--- config.mk ---
export PLATFORM = sky130hd
export DESIGN_NAME = module_link_health_supervisor
export DESIGN_NICKNAME = d
export VERILOG_FILES = /design/src/lhs_pkg.sv /design/src/module_link_health_supervisor.sv /design/src/lhs_fifo.sv /design/src/lhs_front.sv /design/src/lhs_back.sv
export VERILOG_INCLUDE_DIRS = /design/src /design/src/src
export SDC_FILE = /design/constraint.sdc
export NUM_CORES = 1
export LEC_CHECK = 0
export ABC_AREA = 1
export BUFFER_PORTS_ARGS = -buffer_cell sky130_fd_sc_hd__buf_2
export CORE_UTILIZATION = 40
export DETAILED_ROUTE_END_ITERATION = 8
export SLEW_MARGIN = 20
export SYNTH_ARGS = -nofsm -noshare
export SYNTH_HDL_FRONTEND = slang
export SYNTH_SLANG_ARGS = --single-unit
--- constraint.sdc ---
create_clock -name i_clk -period 11.7 [get_ports i_clk]
set_input_delay 2.34 -clock i_clk [delete_from_list [all_inputs] [get_ports i_clk]]
set_output_delay 2.34 -clock i_clk [all_outputs]
set_load 0.02 [all_outputs]
--- src/module_link_health_supervisor_macros.svh ---
// ----------------------------------------------------------------------------
// link health supervisor assertion macros
// implication checks under a synchronous active-low reset
// ----------------------------------------------------------------------------
`ifndef MODULE_LINK_HEALTH_SUPERVISOR_MACROS_SVH
`define MODULE_LINK_HEALTH_SUPERVISOR_MACROS_SVH

`ifndef SYNTH
// same-cycle implication
`define LHS_ASSERT_IMP(lbl, clk, rst_n, ante, cons) \
    lbl: assert property (@(posedge clk) disable iff (!rst_n) (ante) |-> (cons)) \
        else $error("lhs assertion failed");
// next-cycle implication
`define LHS_ASSERT_NXT(lbl, clk, rst_n, ante, cons) \
    lbl: assert property (@(posedge clk) disable iff (!rst_n) (ante) |=> (cons)) \
        else $error("lhs assertion failed");
`else
`define LHS_ASSERT_IMP(lbl, clk, rst_n, ante, cons)
`define LHS_ASSERT_NXT(lbl, clk, rst_n, ante, cons)
`endif

`endif

--- src/lhs_pkg.sv ---
// ----------------------------------------------------------------------------
// lhs_pkg
// shared types, constants and event code helpers of the link health supervisor
// ----------------------------------------------------------------------------
`default_nettype none

package lhs_pkg;

    localparam int NMOD           = 3;
    localparam int MAX_RES        = 5;
    localparam int RES_CNT_W      = $clog2(MAX_RES + 1);
    localparam int EV_SLOTS       = 8;
    localparam int COUNT_BITS_DEF = 4;
    localparam int CONFIRM_W      = 4;
    localparam int TIME_W         = 32;
    localparam int MS_W           = 16;
    localparam int SEQ_W          = 16;
    localparam int CFG_DATA_W     = 16;
    localparam int QUEUE_DEPTH_DEF = 2;

    localparam logic [MS_W-1:0]      PERIOD_RST  = 16'd200;
    localparam logic [CONFIRM_W-1:0] OFFLINE_RST = 4'd5;
    localparam logic [CONFIRM_W-1:0] RECOVER_RST = 4'd3;
    localparam logic [MS_W-1:0]      STALE_RST   = 16'd1000;

    typedef enum logic [1:0] {
        CFG_PERIOD  = 2'd0,
        CFG_OFFLINE = 2'd1,
        CFG_RECOVER = 2'd2,
        CFG_STALE   = 2'd3
    } t_cfg_idx;

    typedef enum logic [3:0] {
        EV_NONE        = 4'd0,
        EV_OFF_DATA    = 4'd1,
        EV_OFF_SENSOR  = 4'd2,
        EV_OFF_GIMBAL  = 4'd3,
        EV_REC_DATA    = 4'd4,
        EV_REC_SENSOR  = 4'd5,
        EV_REC_GIMBAL  = 4'd6,
        EV_NRDY_DATA   = 4'd7,
        EV_NRDY_SENSOR = 4'd8,
        EV_NRDY_GIMBAL = 4'd9,
        EV_STALE       = 4'd10,
        EV_GIMBAL_ERR  = 4'd11
    } t_event_code;

    typedef enum logic [1:0] {
        MOD_DATA   = 2'd0,
        MOD_SENSOR = 2'd1,
        MOD_GIMBAL = 2'd2
    } t_mod_id;

    typedef struct packed {
        logic [TIME_W-1:0] now_ms;
        logic [NMOD-1:0]   responding_mask;
        logic [NMOD-1:0]   module_ready_mask;
        logic              data_delivered;
        logic              gimbal_fault;
    } t_in_word;

    typedef struct packed {
        logic [3:0]       event_code;
        logic             evaluated;
        logic [NMOD-1:0]  online_flags;
        logic [NMOD-1:0]  ready_flags;
        logic             data_fresh;
        logic             gimbal_error_flag;
        logic [SEQ_W-1:0] data_sequence;
        logic             last;
    } t_out_word;

    typedef struct packed {
        logic             evaluated;
        logic [NMOD-1:0]  online_flags;
        logic [NMOD-1:0]  ready_flags;
        logic             data_fresh;
        logic             gimbal_error_flag;
        logic [SEQ_W-1:0] data_sequence;
    } t_status;

    // one evaluation: up to five codes, padded with EV_NONE, and the word count
    typedef struct packed {
        t_event_code [MAX_RES-1:0] codes;
        logic [RES_CNT_W-1:0]      n_res;
        t_status                   status;
    } t_rec;

    function automatic t_event_code ev_offline(input t_mod_id m);
        t_event_code c;
        unique case (m)
            MOD_DATA:   c = EV_OFF_DATA;
            MOD_SENSOR: c = EV_OFF_SENSOR;
            MOD_GIMBAL: c = EV_OFF_GIMBAL;
            default:    c = EV_NONE;
        endcase
        return c;
    endfunction

    function automatic t_event_code ev_recover(input t_mod_id m);
        t_event_code c;
        unique case (m)
            MOD_DATA:   c = EV_REC_DATA;
            MOD_SENSOR: c = EV_REC_SENSOR;
            MOD_GIMBAL: c = EV_REC_GIMBAL;
            default:    c = EV_NONE;
        endcase
        return c;
    endfunction

    function automatic t_event_code ev_notready(input t_mod_id m);
        t_event_code c;
        unique case (m)
            MOD_DATA:   c = EV_NRDY_DATA;
            MOD_SENSOR: c = EV_NRDY_SENSOR;
            MOD_GIMBAL: c = EV_NRDY_GIMBAL;
            default:    c = EV_NONE;
        endcase
        return c;
    endfunction

endpackage

`default_nettype wire

--- src/module_link_health_supervisor.sv ---
// ----------------------------------------------------------------------------
// module_link_health_supervisor
// link, readiness, data freshness and gimbal error supervision of three modules
// ----------------------------------------------------------------------------
// usage
//  input channel i_in_valid/o_in_ready carries one time sample per word; the
//  output channel o_out_valid/i_out_ready carries result words, the final word
//  of each sample marked by last
//  a sample is evaluated in the cycle it is accepted; its record passes through
//  the queue and then the output register, which sends its words after those
//  of any sample queued ahead of it
//  a skipped sample gives one word, an evaluated one gives one to five words,
//  sent at one word per cycle while the receiver takes them from the output
//  register; a two-entry queue lets new samples in while words drain
//  configuration is written through i_cfg_we/i_cfg_idx/i_cfg_data while idle
//  reset clears all supervision state, empties the queue and loads the
//  default period, confirm counts and stale timeout
//  when the receiver stalls the output word holds; once the queue fills,
//  o_in_ready drops until the oldest sample's last word enters the output
//  register
// ----------------------------------------------------------------------------
`default_nettype none

module module_link_health_supervisor #(
    parameter int COUNT_BITS  = lhs_pkg::COUNT_BITS_DEF,
    parameter int QUEUE_DEPTH = lhs_pkg::QUEUE_DEPTH_DEF
) (
    input  wire logic                           i_clk,
    input  wire logic                           i_rst_n,
    input  wire logic                           i_cfg_we,
    input  wire lhs_pkg::t_cfg_idx              i_cfg_idx,
    input  wire logic [lhs_pkg::CFG_DATA_W-1:0] i_cfg_data,
    input  wire logic                           i_in_valid,
    output logic                                o_in_ready,
    input  wire lhs_pkg::t_in_word              i_in_data,
    output logic                                o_out_valid,
    input  wire logic                           i_out_ready,
    output lhs_pkg::t_out_word                  o_out_data
);

    localparam int RW = $bits(lhs_pkg::t_rec);

    logic          w_push;
    logic          w_pop;
    logic          w_full;
    logic          w_empty;
    lhs_pkg::t_rec w_rec;
    lhs_pkg::t_rec w_head;
    logic [RW-1:0] w_head_bits;

    lhs_front #(
        .COUNT_BITS (COUNT_BITS)
    ) u_front (
        .i_clk      (i_clk),
        .i_rst_n    (i_rst_n),
        .i_cfg_we   (i_cfg_we),
        .i_cfg_idx  (i_cfg_idx),
        .i_cfg_data (i_cfg_data),
        .i_in_valid (i_in_valid),
        .i_in_data  (i_in_data),
        .o_in_ready (o_in_ready),
        .i_q_full   (w_full),
        .o_push     (w_push),
        .o_rec      (w_rec)
    );

    lhs_fifo #(
        .WIDTH (RW),
        .DEPTH (QUEUE_DEPTH)
    ) u_fifo (
        .i_clk   (i_clk),
        .i_rst_n (i_rst_n),
        .i_push  (w_push),
        .i_wdata (w_rec),
        .i_pop   (w_pop),
        .o_head  (w_head_bits),
        .o_full  (w_full),
        .o_empty (w_empty)
    );

    assign w_head = lhs_pkg::t_rec'(w_head_bits);

    lhs_back u_back (
        .i_clk       (i_clk),
        .i_rst_n     (i_rst_n),
        .i_head      (w_head),
        .i_empty     (w_empty),
        .o_pop       (w_pop),
        .o_out_valid (o_out_valid),
        .i_out_ready (i_out_ready),
        .o_out_data  (o_out_data)
    );

endmodule

`default_nettype wire

--- src/lhs_fifo.sv ---
// ----------------------------------------------------------------------------
// lhs_fifo
// short register queue between the evaluation front and the word serialiser
// ----------------------------------------------------------------------------
`default_nettype none
`include "module_link_health_supervisor_macros.svh"

module lhs_fifo #(
    parameter int WIDTH = 8,
    parameter int DEPTH = 2
) (
    input  wire logic             i_clk,
    input  wire logic             i_rst_n,
    input  wire logic             i_push,
    input  wire logic [WIDTH-1:0] i_wdata,
    input  wire logic             i_pop,
    output logic [WIDTH-1:0]      o_head,
    output logic                  o_full,
    output logic                  o_empty
);

    localparam int PW = (DEPTH > 1) ? $clog2(DEPTH) : 1;
    localparam int CW = $clog2(DEPTH + 1);

    logic [WIDTH-1:0] r_mem [DEPTH];
    logic [PW-1:0]    r_wptr, n_wptr;
    logic [PW-1:0]    r_rptr, n_rptr;
    logic [CW-1:0]    r_count, n_count;

    function automatic logic [PW-1:0] ptr_inc(input logic [PW-1:0] p);
        return (p == PW'(DEPTH - 1)) ? '0 : p + PW'(1);
    endfunction

    assign o_full  = (r_count == CW'(DEPTH));
    assign o_empty = (r_count == '0);
    assign o_head  = r_mem[r_rptr];

    always_comb begin
        n_wptr  = i_push ? ptr_inc(r_wptr) : r_wptr;
        n_rptr  = i_pop  ? ptr_inc(r_rptr) : r_rptr;
        n_count = r_count;
        if (i_push && !i_pop) begin
            n_count = r_count + CW'(1);
        end else if (!i_push && i_pop) begin
            n_count = r_count - CW'(1);
        end
    end

    always_ff @(posedge i_clk) begin
        if (!i_rst_n) begin
            r_wptr  <= '0;
            r_rptr  <= '0;
            r_count <= '0;
        end else begin
            r_wptr  <= n_wptr;
            r_rptr  <= n_rptr;
            r_count <= n_count;
        end
    end

    always_ff @(posedge i_clk) begin
        if (i_push) begin
            r_mem[r_wptr] <= i_wdata;
        end
    end

    `LHS_ASSERT_IMP(a_no_overflow, i_clk, i_rst_n, i_push, !o_full || i_pop)
    `LHS_ASSERT_NXT(a_push_fills, i_clk, i_rst_n, i_push && !i_pop, !o_empty)

endmodule

`default_nettype wire

--- src/lhs_front.sv ---
// ----------------------------------------------------------------------------
// lhs_front
// configuration registers, period gate and combinational evaluation of an accepted sample
// ----------------------------------------------------------------------------
`default_nettype none
`include "module_link_health_supervisor_macros.svh"

module lhs_front #(
    parameter int COUNT_BITS = lhs_pkg::COUNT_BITS_DEF
) (
    input  wire logic                            i_clk,
    input  wire logic                            i_rst_n,
    input  wire logic                            i_cfg_we,
    input  wire lhs_pkg::t_cfg_idx               i_cfg_idx,
    input  wire logic [lhs_pkg::CFG_DATA_W-1:0]  i_cfg_data,
    input  wire logic                            i_in_valid,
    input  wire lhs_pkg::t_in_word               i_in_data,
    output logic                                 o_in_ready,
    input  wire logic                            i_q_full,
    output logic                                 o_push,
    output lhs_pkg::t_rec                        o_rec
);

    localparam int NMOD = lhs_pkg::NMOD;
    localparam int CW   = (COUNT_BITS > lhs_pkg::CONFIRM_W) ? COUNT_BITS
                                                            : lhs_pkg::CONFIRM_W;
    localparam int TW   = lhs_pkg::TIME_W;

    typedef logic [COUNT_BITS-1:0] t_cnt;

    // configuration
    logic [lhs_pkg::MS_W-1:0]      r_period;
    logic [lhs_pkg::CONFIRM_W-1:0] r_offline_cf;
    logic [lhs_pkg::CONFIRM_W-1:0] r_recover_cf;
    logic [lhs_pkg::MS_W-1:0]      r_stale;

    // supervision state
    logic [TW-1:0]           r_last_eval, n_last_eval;
    logic [NMOD-1:0]         r_on, n_on;
    logic [NMOD-1:0]         r_offl, n_offl;
    logic [NMOD-1:0]         r_flt, n_flt;
    logic [NMOD-1:0]         r_rdy, n_rdy;
    t_cnt [NMOD-1:0]         r_succ, n_succ;
    t_cnt [NMOD-1:0]         r_miss, n_miss;
    t_cnt [NMOD-1:0]         r_nr, n_nr;
    t_cnt [NMOD-1:0]         r_rr, n_rr;
    logic [TW-1:0]           r_ldt, n_ldt;
    t_cnt                    r_fcnt, n_fcnt;
    logic                    r_fresh, n_fresh;
    logic                    r_stale_l, n_stale_l;
    logic                    r_gerr, n_gerr;
    t_cnt                    r_grc, n_grc;
    logic [lhs_pkg::SEQ_W-1:0] r_seq, n_seq;

    logic                                        w_accept;
    logic                                        w_due;
    logic [lhs_pkg::EV_SLOTS-1:0]                w_ev_v;
    lhs_pkg::t_event_code [lhs_pkg::EV_SLOTS-1:0] w_ev_c;
    lhs_pkg::t_event_code [lhs_pkg::MAX_RES-1:0]  w_list;
    logic [lhs_pkg::RES_CNT_W-1:0]               w_cnt;

    // saturating increment, limited by the confirm value and the counter width
    function automatic t_cnt bump(input t_cnt c, input logic [lhs_pkg::CONFIRM_W-1:0] lim);
        return (CW'(c) < CW'(lim) && c != '1) ? c + t_cnt'(1) : c;
    endfunction

    function automatic logic reached(input t_cnt c,
                                     input logic [lhs_pkg::CONFIRM_W-1:0] lim);
        return CW'(c) >= CW'(lim);
    endfunction

    assign o_in_ready = !i_q_full;
    assign w_accept   = i_in_valid && !i_q_full;
    assign o_push     = w_accept;
    assign w_due      = (i_in_data.now_ms - r_last_eval) >= TW'(r_period);

    always_ff @(posedge i_clk) begin
        if (!i_rst_n) begin
            r_period     <= lhs_pkg::PERIOD_RST;
            r_offline_cf <= lhs_pkg::OFFLINE_RST;
            r_recover_cf <= lhs_pkg::RECOVER_RST;
            r_stale      <= lhs_pkg::STALE_RST;
        end else if (i_cfg_we) begin
            unique case (i_cfg_idx)
                lhs_pkg::CFG_PERIOD:  r_period     <= i_cfg_data;
                lhs_pkg::CFG_OFFLINE: r_offline_cf <= i_cfg_data[lhs_pkg::CONFIRM_W-1:0];
                lhs_pkg::CFG_RECOVER: r_recover_cf <= i_cfg_data[lhs_pkg::CONFIRM_W-1:0];
                lhs_pkg::CFG_STALE:   r_stale      <= i_cfg_data;
                default: ;
            endcase
        end
    end

    always_comb begin
        n_last_eval = r_last_eval;
        n_on        = r_on;
        n_offl      = r_offl;
        n_flt       = r_flt;
        n_rdy       = r_rdy;
        n_succ      = r_succ;
        n_miss      = r_miss;
        n_nr        = r_nr;
        n_rr        = r_rr;
        n_ldt       = r_ldt;
        n_fcnt      = r_fcnt;
        n_fresh     = r_fresh;
        n_stale_l   = r_stale_l;
        n_gerr      = r_gerr;
        n_grc       = r_grc;
        n_seq       = r_seq;
        w_ev_v      = '0;
        w_ev_c      = {lhs_pkg::EV_SLOTS{lhs_pkg::EV_NONE}};

        if (w_accept && w_due) begin
            n_last_eval = i_in_data.now_ms;

            // per module: two event slots, link transition then ready fault or its recovery
            for (int m = 0; m < NMOD; m++) begin
                if (i_in_data.responding_mask[m]) begin
                    n_miss[m] = '0;
                    n_succ[m] = bump(r_succ[m], r_recover_cf);
                    if (!r_on[m] && reached(n_succ[m], r_recover_cf)) begin
                        n_on[m] = 1'b1;
                        if (r_offl[m]) begin
                            n_offl[m]   = 1'b0;
                            w_ev_v[2*m] = 1'b1;
                            w_ev_c[2*m] = lhs_pkg::ev_recover(lhs_pkg::t_mod_id'(m));
                        end
                    end
                end else begin
                    n_succ[m] = '0;
                    n_miss[m] = bump(r_miss[m], r_offline_cf);
                    if (r_on[m] && reached(n_miss[m], r_offline_cf)) begin
                        n_on[m]     = 1'b0;
                        n_offl[m]   = 1'b1;
                        w_ev_v[2*m] = 1'b1;
                        w_ev_c[2*m] = lhs_pkg::ev_offline(lhs_pkg::t_mod_id'(m));
                    end
                end

                if (!n_on[m]) begin
                    n_nr[m] = '0;
                    n_rr[m] = '0;
                end else if (!i_in_data.module_ready_mask[m]) begin
                    n_rr[m] = '0;
                    n_nr[m] = bump(r_nr[m], r_recover_cf);
                    if (!r_flt[m] && reached(n_nr[m], r_recover_cf)) begin
                        n_flt[m]      = 1'b1;
                        w_ev_v[2*m+1] = 1'b1;
                        w_ev_c[2*m+1] = lhs_pkg::ev_notready(lhs_pkg::t_mod_id'(m));
                    end
                end else begin
                    n_nr[m] = '0;
                    if (r_flt[m]) begin
                        n_rr[m] = bump(r_rr[m], r_recover_cf);
                        if (reached(n_rr[m], r_recover_cf)) begin
                            n_flt[m]      = 1'b0;
                            n_rr[m]       = '0;
                            w_ev_v[2*m+1] = 1'b1;
                            w_ev_c[2*m+1] = lhs_pkg::ev_recover(lhs_pkg::t_mod_id'(m));
                        end
                    end
                end
                n_rdy[m] = n_on[m] && i_in_data.module_ready_mask[m] && !n_flt[m];
            end

            // data freshness, slot six
            if (!n_on[lhs_pkg::MOD_DATA]) begin
                n_fresh = 1'b0;
                n_fcnt  = '0;
            end else if (i_in_data.data_delivered) begin
                n_ldt = i_in_data.now_ms;
                n_seq = r_seq + lhs_pkg::SEQ_W'(1);
                if (!r_fresh) begin
                    n_fcnt = bump(r_fcnt, r_recover_cf);
                    if (reached(n_fcnt, r_recover_cf)) begin
                        n_fresh = 1'b1;
                        if (r_stale_l) begin
                            n_stale_l = 1'b0;
                            w_ev_v[6] = 1'b1;
                            w_ev_c[6] = lhs_pkg::EV_REC_DATA;
                        end
                    end
                end
            end else begin
                n_fcnt = '0;
                if (r_fresh && (i_in_data.now_ms - r_ldt) >= TW'(r_stale)) begin
                    n_fresh   = 1'b0;
                    n_stale_l = 1'b1;
                    w_ev_v[6] = 1'b1;
                    w_ev_c[6] = lhs_pkg::EV_STALE;
                end
            end

            // gimbal error latch, slot seven
            if (i_in_data.gimbal_fault) begin
                n_grc = '0;
                if (!r_gerr) begin
                    n_gerr    = 1'b1;
                    w_ev_v[7] = 1'b1;
                    w_ev_c[7] = lhs_pkg::EV_GIMBAL_ERR;
                end
            end else if (r_gerr && n_on[lhs_pkg::MOD_GIMBAL] && n_rdy[lhs_pkg::MOD_GIMBAL]) begin
                n_grc = bump(r_grc, r_recover_cf);
                if (reached(n_grc, r_recover_cf)) begin
                    n_gerr    = 1'b0;
                    w_ev_v[7] = 1'b1;
                    w_ev_c[7] = lhs_pkg::EV_REC_GIMBAL;
                end
            end
        end
    end

    // pack raised events in order, keeping the first five
    always_comb begin
        w_list = {lhs_pkg::MAX_RES{lhs_pkg::EV_NONE}};
        w_cnt  = '0;
        for (int s = 0; s < lhs_pkg::EV_SLOTS; s++) begin
            if (w_ev_v[s] && w_cnt < lhs_pkg::RES_CNT_W'(lhs_pkg::MAX_RES)) begin
                w_list[w_cnt] = w_ev_c[s];
                w_cnt         = w_cnt + lhs_pkg::RES_CNT_W'(1);
            end
        end
    end

    always_comb begin
        o_rec.codes = w_list;
        o_rec.n_res = (w_cnt == lhs_pkg::RES_CNT_W'(lhs_pkg::MAX_RES)) ? w_cnt
                                                                     : w_cnt + 1'b1;
        o_rec.status.evaluated         = w_due;
        o_rec.status.online_flags      = n_on;
        o_rec.status.ready_flags       = n_rdy;
        o_rec.status.data_fresh        = n_fresh;
        o_rec.status.gimbal_error_flag = n_gerr;
        o_rec.status.data_sequence     = n_seq;
    end

    always_ff @(posedge i_clk) begin
        if (!i_rst_n) begin
            r_last_eval <= '0;
            r_on        <= '0;
            r_offl      <= '0;
            r_flt       <= '0;
            r_rdy       <= '0;
            r_succ      <= '0;
            r_miss      <= '0;
            r_nr        <= '0;
            r_rr        <= '0;
            r_ldt       <= '0;
            r_fcnt      <= '0;
            r_fresh     <= 1'b0;
            r_stale_l   <= 1'b0;
            r_gerr      <= 1'b0;
            r_grc       <= '0;
            r_seq       <= '0;
        end else begin
            r_last_eval <= n_last_eval;
            r_on        <= n_on;
            r_offl      <= n_offl;
            r_flt       <= n_flt;
            r_rdy       <= n_rdy;
            r_succ      <= n_succ;
            r_miss      <= n_miss;
            r_nr        <= n_nr;
            r_rr        <= n_rr;
            r_ldt       <= n_ldt;
            r_fcnt      <= n_fcnt;
            r_fresh     <= n_fresh;
            r_stale_l   <= n_stale_l;
            r_gerr      <= n_gerr;
            r_grc       <= n_grc;
            r_seq       <= n_seq;
        end
    end

    `LHS_ASSERT_IMP(a_idle_single_word, i_clk, i_rst_n, o_push && !w_due, o_rec.n_res == 3'd1)
    `LHS_ASSERT_NXT(a_skip_keeps_time, i_clk, i_rst_n, o_push && !w_due, $stable(r_last_eval))

endmodule

`default_nettype wire

--- src/lhs_back.sv ---
// ----------------------------------------------------------------------------
// lhs_back
// serialises queued evaluations into result words through an output register
// ----------------------------------------------------------------------------
`default_nettype none
`include "module_link_health_supervisor_macros.svh"

module lhs_back (
    input  wire logic          i_clk,
    input  wire logic          i_rst_n,
    input  wire lhs_pkg::t_rec i_head,
    input  wire logic          i_empty,
    output logic               o_pop,
    output logic               o_out_valid,
    input  wire logic          i_out_ready,
    output lhs_pkg::t_out_word o_out_data
);

    logic [lhs_pkg::RES_CNT_W-1:0] r_idx, n_idx;
    logic                          r_valid, n_valid;
    lhs_pkg::t_out_word            r_word;
    lhs_pkg::t_out_word            w_word;
    logic                          w_load;
    logic                          w_final;

    assign w_final = (r_idx == i_head.n_res - 1'b1);
    // output register free or being taken, and an evaluation queued
    assign w_load  = (!r_valid || i_out_ready) && !i_empty;
    assign o_pop   = w_load && w_final;

    always_comb begin
        w_word.event_code        = i_head.codes[r_idx];
        w_word.evaluated         = i_head.status.evaluated;
        w_word.online_flags      = i_head.status.online_flags;
        w_word.ready_flags       = i_head.status.ready_flags;
        w_word.data_fresh        = i_head.status.data_fresh;
        w_word.gimbal_error_flag = i_head.status.gimbal_error_flag;
        w_word.data_sequence     = i_head.status.data_sequence;
        w_word.last              = w_final;
    end

    always_comb begin
        n_idx   = r_idx;
        n_valid = r_valid;
        if (w_load) begin
            n_valid = 1'b1;
            n_idx   = w_final ? '0 : r_idx + 1'b1;
        end else if (i_out_ready) begin
            n_valid = 1'b0;
        end
    end

    always_ff @(posedge i_clk) begin
        if (!i_rst_n) begin
            r_idx   <= '0;
            r_valid <= 1'b0;
        end else begin
            r_idx   <= n_idx;
            r_valid <= n_valid;
        end
    end

    always_ff @(posedge i_clk) begin
        if (w_load) begin
            r_word <= w_word;
        end
    end

    assign o_out_valid = r_valid;
    assign o_out_data  = r_word;

    `LHS_ASSERT_IMP(a_idx_in_range, i_clk, i_rst_n, !i_empty, r_idx < i_head.n_res)
    `LHS_ASSERT_NXT(a_pop_restarts, i_clk, i_rst_n, o_pop, r_idx == '0)

endmodule

`default_nettype wire
==> results.json <==
{
  "outcome": "completed",
  "top_usage_layer": "met2",
  "path_max_fanout": 58,
  "hold_violations": 0,
  "grt_start_max_net_pins": 80,
  "drive_gt1_frac": 0.0860,
  "avgSynthCellArea_um2": 7.38,
  "syn2layout_area_growth_pct": 11.8,
  "grt_util_met1": 0.264,
  "nFillCells": 5409,
  "hp-class": "register to register",
  "start_util": 0.407,
  "whs_path_depth": 2,
  "grt_pass1_wl_um": 96100,
  "stdcell_count": 3802,
  "io_pins": 95,
  "firstDrtPassIters": 5,
  "place_hpwl_um": 44700,
  "place_ws_ns": 1.39,
  "grt_use_met2": 0.376,
  "die_area_um2": 56100,
  "fin_ws_ns": 2.06,
  "cp_slowest_cell": "nand2_4",
  "grt_antenna_before_repair": 0,
  "postCtsHoldBufs": 0,
  "crit_arrival_ns": 9.96,
  "grt_pass1_vias": 19100,
  "cts_tree": "built",
  "clkLatencyLatePin_ns": 0.58,
  "root_buffer": "clkbuf_16",
  "use_met3": 0.0215,
  "synth_fp_nets": 3271,
  "drcViolationCount": 0,
  "die_h_um": 237,
  "hold_end": "u_front.r_stale[13]",
  "syn-cell-area_um2": 22000,
  "ys_ff_latch": 326,
  "max_stage_delay_ns": 0.47,
  "crit_path_end_kind": "register",
  "ctsResizeCount": 0,
  "setup.worst_path.start_class": "input pin",
  "synthCells": 2987,
  "yosys_warnings": 0,
  "drt-total-wl_um": 58600,
  "post-place-cells": 3729,
  "synthArstFlopShare": 0,
  "fp-row-count": 85,
  "max_freq_mhz": 104,
  "fin_setup_tns_ns": 0,
  "via_per_inst": 5.13,
  "clockBufferDepth": 3,
  "setup-violations-final": 0,
  "crit_top_cell": "nand2_1",
  "grt_overflow": 0,
  "clkTransAtPathRegs_ns": 0.06,
  "synth.distinct_cells": 61,
  "skew_ns": 0.0176,
  "die_w_um": 237,
  "period_share": 0.824,
  "port-buffer-count": 94,
  "dr.first_iter.drc_count": 896,
  "worstPathRequired_ns": 12.02,
  "ir_worst_vdd_v": 0.000111,
  "r2r-start": "u_front.r_last_eval[2]",
  "ys_seq_area_frac": 0.353,
  "gp_congestion": 0.938,
  "r2r_setup_slack_ns": 3.60,
  "leakagePower_nw": 11.5,
  "crit_type": "input pin to register",
  "numCtsBuffers": 39,
  "max-cap-violations": 0,
  "fin_util": 0.455,
  "tightest_slew_ns": 1.11,
  "grt_util_all_layers": 0.211,
  "final_nets": 3358,
  "slew_headroom": 0.256,
  "rr_endpoint": "u_fifo.r_mem[1][26]",
  "post_cts_buffers": 0,
  "hp-start": "u_front.r_stale[13]",
  "p_per_area_nw_per_um2": 186,
  "timing.hold.ws_ns": 0.460,
  "h-tree-depth": 2,
  "min_period_ns": 9.64,
  "worst_r2r_path_depth": 56,
  "routedWlPerCell_um": 15.4,
  "core_um2": 54100,
  "clock_sinks": 326,
  "ys.flop_type": "dfxtp_1",
  "grt_setup_unrepaired": "no",
  "postRouteAntennaNets": 0,
  "synth_edf_count": 126,
  "slew_viol_final": 0,
  "vias": 19500
}
critical path: cells and delay by family:
family | cells | cell delay (ns)
and+or+nand+nor | 31 | 3.34
buffers and inverters | 14 | 1.04
adders and majority gates | 10 | 2.89
xor gates and xnor gates | 1 | 0.16
AOI/OAI and AO/OA | 1 | 0.18
through the flow:
stage               cell area, um2  total power (W)
CTS                          24600          0.00465
floorplan                    22000          0.00287
detailed placement           23300          0.00336
finish                       24600          0.00460
global placement             23300          0.00331
global route                 24600          0.00496
registers in the layout (all words and copies together) (netlist names), 4 cells and up, named ones only:
| register | cells |
|---|---|
| u_front.r_rr | 12 |
| u_back.o_out_data | 30 |
| u_front.r_stale | 16 |
| u_front.r_miss | 12 |
| u_front.r_offline_cf | 4 |
| u_front.r_period | 16 |
| u_front.r_recover_cf | 4 |
| u_front.r_grc | 4 |
| u_front.r_fcnt | 4 |
| u_front.r_ldt | 32 |
| u_front.r_succ | 12 |
| u_front.r_seq | 16 |
| u_fifo.r_mem | 96 |
| u_front.r_nr | 12 |
| u_front.r_last_eval | 32 |
cells by family after synthesis:
logic type / share of synthesized area
flops: 0.353
buf+inv: 0.104
xor+xnor: 0.0326
mux: 0.00454
fa+ha+maj: 0.126
compound gates: 0.167
simple gates: 0.213
synthesized netlist by cell type (3+ instances only):
| library cell | number | area, um2 |
|---|---|---|
| nand2_1 | 615 | 2310 |
| inv_1 | 521 | 1960 |
| a21oi_1 | 286 | 1430 |
| ha_1 | 219 | 2740 |
| nor2_1 | 213 | 800 |
| o21ai_0 | 202 | 1010 |
| dfxtp_1 | 200 | 4000 |
| edfxtp_1 | 126 | 3780 |
| nand3_1 | 110 | 551 |
| xor2_1 | 63 | 552 |
| clkbuf_1 | 51 | 191 |
| o211ai_1 | 49 | 368 |
| a211oi_1 | 39 | 293 |
| nor3_1 | 35 | 175 |
| nand4_1 | 34 | 213 |
| nand2_2 | 26 | 163 |
| inv_2 | 21 | 78.8 |
| xnor2_1 | 19 | 166 |
| a21boi_0 | 12 | 90.1 |
| a31oi_1 | 10 | 62.6 |
| mux2i_1 | 10 | 100 |
| nor2_2 | 10 | 62.6 |
| buf_1 | 9 | 33.8 |
| nand2_4 | 8 | 90.1 |
| nor4_1 | 8 | 50.1 |
| o22ai_1 | 8 | 50.1 |
| o221ai_1 | 7 | 61.3 |
| nand3_2 | 6 | 60.1 |
| o21a_1 | 6 | 45.0 |
| o21bai_1 | 5 | 37.5 |
| a31o_2 | 4 | 35.0 |
| nor2_4 | 4 | 45.0 |
| or2_2 | 4 | 25.0 |
| a21o_1 | 3 | 22.5 |
| and2_1 | 3 | 18.8 |
| nand3b_1 | 3 | 22.5 |
| o32ai_1 | 3 | 26.3 |
area by class of cell:
type                       count  area [um2]  share of cell area
antenna                        1        2.50            0.000102
sequential                   326        7790               0.316
inverter                     545        2050              0.0833
timing repair buffer         109         586              0.0238
clock buffer                  52        1070              0.0436
tap                          696         871              0.0353
multi-input combinational   2053       12000               0.487
clock inverter                20         277              0.0112
cell usage in the layout, fill, tap and decap left out, drive strengths merged, types with 3 or more instances in the layout:
cell type and count:
o32ai 3, clkbuf 52, a21o 3, or2 5, nand2 650, o221ai 7, a21boi 13, xnor2 19
nor2 227, nand3b 3, a31oi 10, nand4 35, ha 219, a31o 4, inv 546, a211oi 39
o21ai 205, o211ai 49, edfxtp 126, o22ai 8, bufinv 4, mux2i 10, o21a 6, and2 3
clkinvlp 5, dfxtp 200, buf 109, nor4 8, clkinv 10, nand3 117, o21bai 5, a21oi 287
nor3 37, xor2 63
where the power goes:
| part | total (W) | switching [W] | internal [W] |
|---|---|---|---|
| Sequential | 0.00153 | 0.0000969 | 0.00144 |
| Clock | 0.00126 | 0.000516 | 0.000747 |
| Combinational | 0.00180 | 0.00120 | 0.000602 |
per-layer routing:
layer / wire length [um] / vias up / part of all wire
met1: 26500 / 9057 / 0.45
met4: 1590 / 0 / 0.027
li1: - / 10100 / -
met2: 28600 / 316 / 0.49
met5: 0 / - / 0
met3: 1810 / 71 / 0.031
worst max-delay path by stage:
| stage | endpoint | depth (start not counted) | slack [ns] | from |
|---|---|---|---|---|
| 3_3_place_gp | u_fifo.r_mem[0][26] | 57 | 1.67 | i_in_data[8] |
| 3_5_place_dp | u_fifo.r_mem[0][26] | 57 | 1.39 | i_in_data[8] |
| 6_report | u_fifo.r_mem[1][26] | 57 | 2.06 | i_in_data[8] |
| 5_1_grt | u_fifo.r_mem[0][26] | 57 | 1.24 | i_in_data[8] |
| 2_1_floorplan | u_fifo.r_mem[0][25] | 56 | 2.72 | i_in_data[8] |
| 4_1_cts | u_fifo.r_mem[0][26] | 57 | 1.99 | i_in_data[8] |
No activity file was read; power rests on OpenSTA's default activity.
